<file path="config.mk">
export PLATFORM = sky130hd
export DESIGN_NAME = lpc_sat_add
export DESIGN_NICKNAME = d
export VERILOG_FILES = /design/src/lpc_pkg.sv /design/src/lpc_sat_add.sv
export SDC_FILE = /design/constraint.sdc
export NUM_CORES = 1
export LEC_CHECK = 0
export BUFFER_PORTS_ARGS = -buffer_cell sky130_fd_sc_hd__buf_2
export CAP_MARGIN = 25
export CORE_MARGIN = 3
export CORE_UTILIZATION = 50
export DETAILED_ROUTE_END_ITERATION = 16
export PLACE_DENSITY = 0.85
export SYNTH_ARGS = -nofsm -noshare
export SYNTH_HDL_FRONTEND = slang
export SYNTH_SLANG_ARGS = --single-unit
</file>
<file path="constraint.sdc">
create_clock -name vclk -period 3.1
set_input_delay 0.155 -clock vclk [all_inputs]
set_output_delay 0.155 -clock vclk [all_outputs]
set_load 0.01 [all_outputs]
</file>
<file path="src/lpc_pkg.sv">
`default_nettype none

package lpc_pkg;

  localparam int unsigned SideW  = 8;
  localparam int unsigned CountW = 64;
  localparam int unsigned StatW  = 2;

  typedef enum logic [StatW-1:0] {
    ST_OK       = 2'd0,
    ST_OVERFLOW = 2'd1,
    ST_INVALID  = 2'd2
  } status_e;

  // one buffer cell: value plus sticky overflow
  typedef struct packed {
    logic              ovf;
    logic [CountW-1:0] val;
  } cell_t;

  localparam int unsigned CellW = CountW + 1;

endpackage

`default_nettype wire

</file>
<file path="src/lpc_sat_add.sv">
`default_nettype none

module lpc_sat_add (
  input  wire lpc_pkg::cell_t a_i,
  input  wire lpc_pkg::cell_t b_i,
  output      lpc_pkg::cell_t sum_o
);
  import lpc_pkg::*;

  logic [CountW:0] raw;
  logic            ovf;

  assign raw = {1'b0, a_i.val} + {1'b0, b_i.val};
  assign ovf = a_i.ovf | b_i.ovf | raw[CountW];

  always_comb begin
    sum_o.ovf = ovf;
    sum_o.val = ovf ? {CountW{1'b1}} : raw[CountW-1:0];
  end

endmodule

`default_nettype wire

</file>
# == Word-level counts from Yosys, hierarchy flattened ==
# Cells that the tools add are included.
# totals
mem_bits_rw,0
latchBits,0
input_bits,130
output_inout_bits,65
elab_cells,4
regBits,0
memories,0
romBits,0
# classes
order_cmp,0
div,0
n_eq_ne,0
n_shift,0
reduce_logical,0
n_mux,1
bitwise,2
n_mul,0
n_addsub,1
# op_table
cell,n
64-bit by 64-bit adder with 65-bit output,1
64-bit 2-to-1 mux,1
1-bit OR,2

# == Longest topological paths before layout ==
# depth
depth_word,3
depth_mapped,15
ltp_nobuf,12

# == Least setup slack after synthesis ==
# No wires, ideal clock.
# synth_path
kind,input-to-output
from,input port a_i[0] (netlist name)
to,output port sum_o[54] (netlist name)
arrival_time_ps,2677
cell_stages,12
setup_slack_ps,268
path_buffers,0
cell_sequence,ha_1 -> fa_1 -> a211oi_1 -> o21ai_0 -> nand4_1 -> a21oi_2 -> o21ai_1 -> o21ai_1 -> a31oi_1 -> o21ai_1 -> and3_1 -> o31ai_1
# synth_rtl
item,line_no,rtl
start: declaration,lpc_sat_add.sv:4,"input wire lpc_pkg::cell_t a_i,"
end: declaration,lpc_sat_add.sv:6,output lpc_pkg::cell_t sum_o

==> summary.txt <==
Setup path
  – Worst Setup SP: a_i[0]
  – Worst EP arrival: 2.84 ns
  – Required @ worst endpoint: 2.94 ns
  – Critical Path Source Type: primary input
  – Setup Crit Path Kind: primary input to primary output
  – CP endpoint kind: primary output
  – Crit-path max FO: 6

Placement
  – Post-DP HPWL: 12.3 mm
  – Global placement routability congestion: 0.966
  – IO buf count: 195
  – Placed inst area: 5490 sq um

STA
  – Hold violation total from the final report: 0
  – Max Fclk: 0.334 GHz
  – Pins Over Slew Limit: 0
  – Worst slew pin tran: 0.499 ns
  – Final worst path period need: 2.99 ns
  – Period utilization: 0.966
  – # setup viols final: 0
  – Max-Slew Margin vs Limit: 0.664

Finish
  – Commonest non-fill, non-tap cell in the layout: buf_2
  – Fill count: 682
  – Count of flip-flops and latches: 0
  – Area Growth Syn to Fin: 40.6%
  – Share of layout cells above drive strength 1: 0.347
  – Clock buffers: 0
  – Ant diodes: 0
  – Register Area: 0 sq um
  – Final core utilization: 0.738
  – Commonest cells after routing, fill and taps aside: buf_2 (195), nand2_1 (109), a21oi_1 (68)
  – Final Instance Area: 5790 sq um
  – Final net count: 1,057
  – Multi-input gate area: 4010 sq um

Yosys
  – Synth warn: 0
  – Synth Cell Area: 4120 sq um
  – Yosys cell types: 62
  – Synth Area in XOR/XNOR: 0.108
  – Largest family of logic cells by synthesized area: compound AO/OA/AOI/OAI gates
  – Cells after Synth: 629
  – Syn_nets: 824
  – Complex-gate fraction of the synthesized area: 0.362
  – Simple-Gate Fraction of Synth Area: 0.262
  – Avg Inst Size Synth: 6.55 sq um
  – Post-synthesis adder-cell area fraction: 0.199
  – Mux cell area share after synthesis: 0.00790
  – Register area share after synthesis: 0

Worst hold path
  – Worst Hold Path EP: sum_o[0]
  – Min-Delay Startpoint: b_i[0]
  – Min-delay worst type: primary input to primary output
  – Worst hold path cell count: 4

Detailed routing
  – DR vias: 5,738
  – Starting DRT DRC Count: 325
  – Antenna Violating Nets Remaining: 0
  – DRC Markers: 0
  – First-pass DRT Iterations: 5
  – WL final: 15.0 mm
  – Routed WL per cell: 15.6 microns
  – Via/cell ratio: 5.96

Global routing
  – Grt ovf: 0
  – Largest net degree at the start of global routing: 36
  – First-pass GRT wire length: 24.4 mm
  – Initial antenna violation count: 0
  – Overall Global Routing Usage: 0.289
  – Vias in the first global route: 5,668

Pwr
  – PD cells: 218 nW/um^2
  – P_sw: 0.000680 W
  – Leak: 2.83 nW
  – Switch share: 0.539
  – Internal: 0.000582 W
  – Largest vdd supply drop: 0.000111 V
  – Sequential Power Share: 0
  – Clock power share: 0
  – Logic pwr share: 1.000

Run status
  – Status: completed

Floorplanning
  – X dimension of the die: 96.8 microns
  – Die area: 9360 sq um
  – Area of the core: 7850 sq um
  – # IOs: 195
  – Die height: 96.8 microns
  – Starting Density: 0.525
  – Number of core rows: 32

CTS
  – Hold-fix buffers, CTS: 0

Flow run
  – Max-cap violations: 0
==> final cells by class <==
class                      count  area share
multi-input combinational    577       0.692
tap                          102      0.0220
inverter                      18      0.0117
timing repair buffer         265       0.275
==> critical path, cell delays in order <==
cell and delay, ns:
buf_2 0.12, ha_4 0.16, fa_2 0.41, a211oi_4 0.25
o21ai_2 0.09, nand4_1 0.19, a21oi_4 0.10, a21oi_4 0.17
o211ai_4 0.11, o211ai_2 0.19, a21oi_2 0.12, o22ai_4 0.22
buf_6 0.19, buf_12 0.12, o31ai_1 0.08, buf_2 0.15
==> worst max-delay path by stage <==
stage                     slack, ns  cells past startpoint   endpoint
after floorplan                0.27                     12  sum_o[54]
after global placement        -0.13                     16  sum_o[59]
after detailed placement      -0.23                     14  sum_o[58]
after CTS                      0.01                     16  sum_o[59]
after global routing          -0.01                     16  sum_o[59]
final                          0.11                     16  sum_o[59]
==> power groups by stage <==
stage	clock [W]	sequential [W]	combinational, W
final	0	0	0.00126
after global routing	0	0	0.00139
after CTS	0	0	0.00118
after detailed placement	0	0	0.00116
after global placement	0	0	0.00114
after floorplan	0	0	0.000761
==> stage by stage <==
| stage | instances | total power [W] | hold WS, ns | TNS, ns | setup WS, ns |
|---|---|---|---|---|---|
| after floorplan | 629 | 0.000761 | 0.532 | 0 | 0.268 |
| after global routing | 962 | 0.00139 | 0.726 | -0.0841 | -0.0144 |
| after detailed placement | 948 | 0.00116 | 0.703 | -8.07 | -0.227 |
| final | 962 | 0.00126 | 0.720 | 0 | 0.107 |
| after CTS | 949 | 0.00118 | 0.700 | 0 | 0.0104 |
| after global placement | 948 | 0.00114 | 0.688 | -2.94 | -0.133 |
==> Yosys cell counts, drive strengths merged (2+ instances only) <==
cell | instances | area share
a211oi | 3 | 0.0067
a21bo | 2 | 0.0049
a21boi | 5 | 0.0091
a21o | 38 | 0.069
a21oi | 76 | 0.097
a221o | 2 | 0.0049
a311oi | 2 | 0.0058
a31oi | 8 | 0.012
a41o | 3 | 0.0073
a41oi | 2 | 0.0043
and2 | 4 | 0.0061
and3 | 9 | 0.014
and3b | 2 | 0.0043
and4 | 3 | 0.0064
buf | 11 | 0.023
clkbuf | 23 | 0.021
ha | 64 | 0.19
inv | 18 | 0.016
mux2 | 2 | 0.0055
nand2 | 109 | 0.099
nand2b | 7 | 0.011
nand3 | 12 | 0.015
nand4 | 21 | 0.032
nor2 | 39 | 0.036
nor2b | 2 | 0.0030
nor3 | 12 | 0.015
nor3b | 4 | 0.0073
nor4 | 2 | 0.0030
o2111ai | 2 | 0.0043
o211ai | 8 | 0.019
o21a | 7 | 0.013
o21ai | 37 | 0.045
o21bai | 14 | 0.026
o311ai | 2 | 0.0043
o31ai | 5 | 0.0091
o41ai | 2 | 0.0043
or3 | 4 | 0.0061
xnor2 | 32 | 0.068
xor2 | 19 | 0.040
==> routing by layer <==
metal	global-route usage	vias up	wire length, microns
met5	0	-	0
met1	0.345	2629	6010
met2	0.526	284	7380
met4	0.0896	0	465
met3	0.0447	48	1170
li1	-	2777	-
==> cell families after synthesis <==
group           Yosys count
buf+inv                  52
fa+ha+maj                65
mux                       3
simple gates            233
compound gates          225
xor+xnor                 51
==> repair_timing <==
item | CTS | global route
pin swaps | 4 | 17
gates cloned | 0 | 3
resized for setup | 5 | 28
endpoints found under the setup margin | 65 | 65
setup buffers | 1 | 10
No activity file was read; power rests on OpenSTA's default activity.
