--- src/lpc_ram.sv ---
`default_nettype none

module lpc_ram #(
  parameter int unsigned Width = 8,
  parameter int unsigned Depth = 16
) (
  input  wire logic                     clk_i,
  input  wire logic                     we_i,
  input  wire logic [$clog2(Depth)-1:0] waddr_i,
  input  wire logic [Width-1:0]         wdata_i,
  input  wire logic                     re_i,
  input  wire logic [$clog2(Depth)-1:0] raddr_i,
  output logic      [Width-1:0]         rdata_o
);

  logic [Width-1:0] mem_q [Depth];

  always_ff @(posedge clk_i) begin
    if (we_i) begin
      mem_q[waddr_i] <= wdata_i;
    end
    if (re_i) begin
      rdata_o <= mem_q[raddr_i];
    end
  end

endmodule

`default_nettype wire

--- config.mk ---
export PLATFORM = sky130hd
export DESIGN_NAME = lpc_ram
export DESIGN_NICKNAME = d
export VERILOG_FILES = /design/src/lpc_ram.sv
export SDC_FILE = /design/constraint.sdc
export NUM_CORES = 1
export LEC_CHECK = 0
export BUFFER_PORTS_ARGS = -buffer_cell sky130_fd_sc_hd__buf_2
export CORE_ASPECT_RATIO = 0.75
export CORE_MARGIN = 2
export CORE_UTILIZATION = 60
export CTS_CLUSTER_DIAMETER = 30
export DETAILED_ROUTE_END_ITERATION = 8
export PLACE_DENSITY = 0.78
export SETUP_SLACK_MARGIN = 0.2
export SLEW_MARGIN = 15
export SYNTH_ARGS = -nofsm -noshare
export SYNTH_HDL_FRONTEND = slang
export SYNTH_SLANG_ARGS = --single-unit
--- constraint.sdc ---
create_clock -name clk_i -period 1.95 [get_ports clk_i]
set_input_delay 0.0975 -clock clk_i [delete_from_list [all_inputs] [get_ports clk_i]]
set_output_delay 0.0975 -clock clk_i [all_outputs]
set_load 0.02 [all_outputs]
Yosys cells after proc, flatten, opt, wreduce, memory -nomap -nowiden
Memories as Yosys holds them, arrays and structs flattened. A register that Yosys moved wholly into a read port is not among the register bits.
Index checks and enable logic that the tools add are counted.

word-level totals
  bits in read-only memories = 0
  bits in latches = 0
  memory bits (writable) = 128
  logic and storage cells = 3
  output and inout bits = 8
  input port bits = 19
  memories = 1
  flip-flop bits (word level) = 0

cells by class
  equality and inequality tests = 0
  multipliers = 0
  reductions and logical operators = 0
  bitwise gates (word level) = 0
  $add $sub $neg = 0
  magnitude comparators = 0
  div/mod/pow operators = 0
  multiplexer cells = 2
  shifts and indexed selects = 0

memory list
  name   depth  width  read ports  clocked after Yosys merged registers in  write ports  line  text
  mem_q  16     8      1           1                                        1            16    logic [Width-1:0] mem_q [Depth];

operators by type and width
  operator           number
  two-way mux 1 bit  2

Logic depth before layout (Yosys ltp)
  word-level depth = 2
  depth in mapped cells = 5
  mapped depth without buffers = 3

Worst setup path before layout
No wires, ideal clock.

  kind = in2reg
  start point = input waddr_i[2]
  end point = memory mem_q[0][0] (enable)
  data arrival time = 1.207 ns
  stages = 2
  library setup time = 0.383 ns
  path slack = 0.360 ns
  path buffers = 0
  required time = 1.567 ns
  cell sequence = or3b_2 -> nor3_1

RTL lines
  item             line  text
  start, declared  9     input wire logic [$clog2(Depth)-1:0] waddr_i,
  end, declared    16

No word-level cell before the write port.

==> results_dict.tcl <==
set metrics [dict create \
    hold_path_end "rdata_o[6]$_DFFE_PP_" \
    hold_class "in -> reg" \
    drt.antenna.violating_nets 0 \
    wl_met2_mm 4.683 \
    grt_pass1_wl_mm 15.24 \
    yosysMostFrequentCell "edfxtp_1" \
    sequentialPowerShare_pct 48.8 \
    outcome "complete, no violations" \
    cp.arrival_ps 1720 \
    dr_wl_met3_um 938 \
    io_pins 27 \
    grt_pass1_vias 2490 \
    cp_max_fo 1 \
    routed_wl_mm 10.16 \
    crit_path_cell_trace "mux4_1 > a22oi_1 > nand2_1" \
    clock_skew_ps 6.277 \
    required_ps 2090 \
    worstHoldStart "re_i" \
    netlist.area_leader.share_pct 78.12 \
    die_h_um 84.84 \
    avgSynthCellArea_um2 22.83 \
    placed_area_um2 5567 \
    pwr-share-clk_pct 46.4 \
    r2r-end "rdata_o[2]$_DFFE_PP_" \
    cp-end-kind "flop" \
    rr_startpoint "mem_q[10][2]$_DFFE_PP_" \
    fin_crit_sh_pct 80.84 \
    finalNetCount 301 \
    cts-buffers-inserted 17 \
    p_int_mw 5.421 \
    syn-cell-area_um2 5228 \
    fillCellCount 475 \
    synth_flop_cell "edfxtp_1" \
    rrSetupSlack_ps 370 \
    portBuffers 26 \
    worst_pin_slew_ps 722.5 \
    p_leak_nw 2.098 \
    p_per_area_nw_per_um2 1102 \
    synthArstFlopShare_pct 0 \
    first_pass_iters 4 \
    slew_headroom_pct 51.73 \
    max_freq_ghz 0.6344 \
    holdBufCountCts 0 \
    drt_iter0_drc 277 \
    ys_top_cells_by_area "edfxtp_1 78%, mux4_2 7.8%, mux4_1 7.0%" \
    cts_buffer_depth 2 \
    grt_use_total_pct 23.43 \
    finalCriticalPeriod_ps 1576 \
    fp.coreArea_um2 8454 \
    htreeDepth 4 \
    die-area_um2 9483 \
    grt_max_degree 33 \
    cts_sinks 136 \
    clk_latency_ps 410 \
    cts_tree "built" \
    antenna_found_initial 0 \
    drive_gt1_share_pct 31.19 \
    setup_violations 0 \
    postCtsSetupBuffers 0 \
    post_cts_resized 0 \
    cts.clk_slew.worst_paths_ps 60 \
    p_comb_share_pct 4.7 \
    ys_seq_elements 136 \
    drc 0 \
    hold_path_depth 1 \
    diodes 0 \
    top_layer_used "met4" \
    synth-seq-area-share_pct 78.12 \
    area_delta_synth_final_pct 17.74 \
    syn-instance-count 229 \
    routedWlPerCell_um 25.22 \
    via_per_inst 6.119 \
    place_congestion 0.7681 \
    reg2reg_depth 3 \
    tns_ps 0 \
    slowest_stage "mux4_1" \
    switchingPower_mw 1.359 \
    placementRows 29 \
    synth_edf_count 136 \
    ir_worst_vdd_uv 807.6 \
    maxCapViolations 0 \
    max_stage_delay_ps 500 \
    fin_area_um2 6155 \
    finalMaxSlewViolations 0 \
    die_x_um 111.8 \
    cp-start-kind "flop" \
    yosys-top-cells-count "136 x edfxtp_1, 18 x mux4_2, 16 x a22oi_1" \
    syn-num-nets 248 \
    synth_warnings 0 \
    start_util_pct 61.83 \
    cts-root-buf "clkbuf_16" \
    grt-ovfl-total 0 \
    dp_hpwl_mm 6.291 \
    rsz0062_at_grt "no" \
    critical_path_class "reg -> reg" \
    vias 2466 \
    switching_share_pct 20.05 \
    hold_viol_final 0 \
    met1Wirelength_mm 4.391 \
    yosysTopAreaCell "edfxtp_1" \
    synth.distinct_cells 18 \
]
-- registers in the layout (all words and copies together) (netlist names) --
name and count:
mem_q 128, rdata_o 8
-- per-stage QoR --
stage | hold WS, ps | instances | utilization [%] | power (mW) | worst slack (ps)
after global placement | 467.4 | 371 | 65.84 | 3.682 | 228.8
final | 45.04 | 403 | 72.80 | 6.781 | 373.7
after CTS | 39.59 | 403 | 72.80 | 6.822 | 400.2
after detailed placement | 464.4 | 371 | 65.84 | 3.694 | 206.0
after floorplan | 196.4 | 229 | - | 3.552 | 359.6
after global routing | 38.49 | 403 | 72.80 | 6.979 | 351.9
-- power groups by stage --
stage                     combinational, mW  sequential, mW  clock, mW
after detailed placement              0.323            3.37          0
after floorplan                       0.166            3.39          0
final                                 0.321            3.31       3.15
after CTS                             0.325            3.31       3.18
after global placement                0.314            3.37          0
after global routing                  0.346            3.32       3.32
-- kinds of logic after synthesis --
group	Yosys count	share of synthesized area, %
simple gates	35	3.136
flops	136	78.12
buf+inv	10	1.651
mux	32	14.79
compound gates	16	2.298
-- worst max-delay path by stage --
| stage | depth (start not counted) | end | from | slack [ps] |
|---|---|---|---|---|
| 6_report | 3 | rdata_o[2]$_DFFE_PP_ | mem_q[10][2]$_DFFE_PP_ | 370 |
| 5_1_grt | 3 | rdata_o[2]$_DFFE_PP_ | mem_q[10][2]$_DFFE_PP_ | 350 |
| 4_1_cts | 3 | rdata_o[2]$_DFFE_PP_ | mem_q[10][2]$_DFFE_PP_ | 400 |
| 3_5_place_dp | 5 | rdata_o[2]$_DFFE_PP_ | raddr_i[0] | 210 |
| 3_3_place_gp | 5 | rdata_o[2]$_DFFE_PP_ | raddr_i[0] | 230 |
| 2_1_floorplan | 2 | mem_q[0][0]$_DFFE_PP_ | waddr_i[2] | 360 |
-- per-layer routing --
| layer | global-route usage (%) | up-vias |
|---|---|---|
| met2 | 33.94 | 97 |
| met1 | 34.79 | 1266 |
| met5 | 0 | - |
| li1 | - | 1092 |
| met4 | 7.071 | 0 |
| met3 | 8.071 | 11 |
-- final cells by class --
cell class,count,area (um^2),area share (%)
tap,108,135.1,2.196
sequential,136,4084,66.36
clock inverter,13,155.1,2.521
timing repair buffer,44,290.3,4.716
clock buffer,19,432.9,7.034
multi-input combinational,83,1057,17.18
-- placed cells by master (no fill, tap or decap) --
cell | netlist | final
clkinv_4 | 0 | 3
and2b_1 | 1 | 1
nand3b_1 | 2 | 2
nand2b_1 | 2 | 2
edfxtp_1 | 136 | 136
nand3_1 | 1 | 1
nand2_1 | 9 | 9
nor2b_1 | 1 | 1
bufinv_16 | 0 | 3
clkinvlp_4 | 0 | 2
nor2_1 | 13 | 13
clkinv_1 | 0 | 1
buf_4 | 1 | 16
a22oi_1 | 16 | 16
nor3_1 | 4 | 4
buf_12 | 0 | 2
and2_1 | 1 | 1
buf_2 | 3 | 26
clkbuf_16 | 0 | 17
or3b_2 | 1 | 1
mux4_2 | 18 | 18
clkbuf_1 | 0 | 2
clkinv_2 | 0 | 4
mux4_1 | 14 | 14
-- critical path, delay by kind of cell (launching register included) --
kind / cells / cell delay (ps)
mux: 1 / 500
simple gates: 1 / 130
compound gates: 1 / 310
flops: 1 / 370
(Power assumes the default switching activity.)
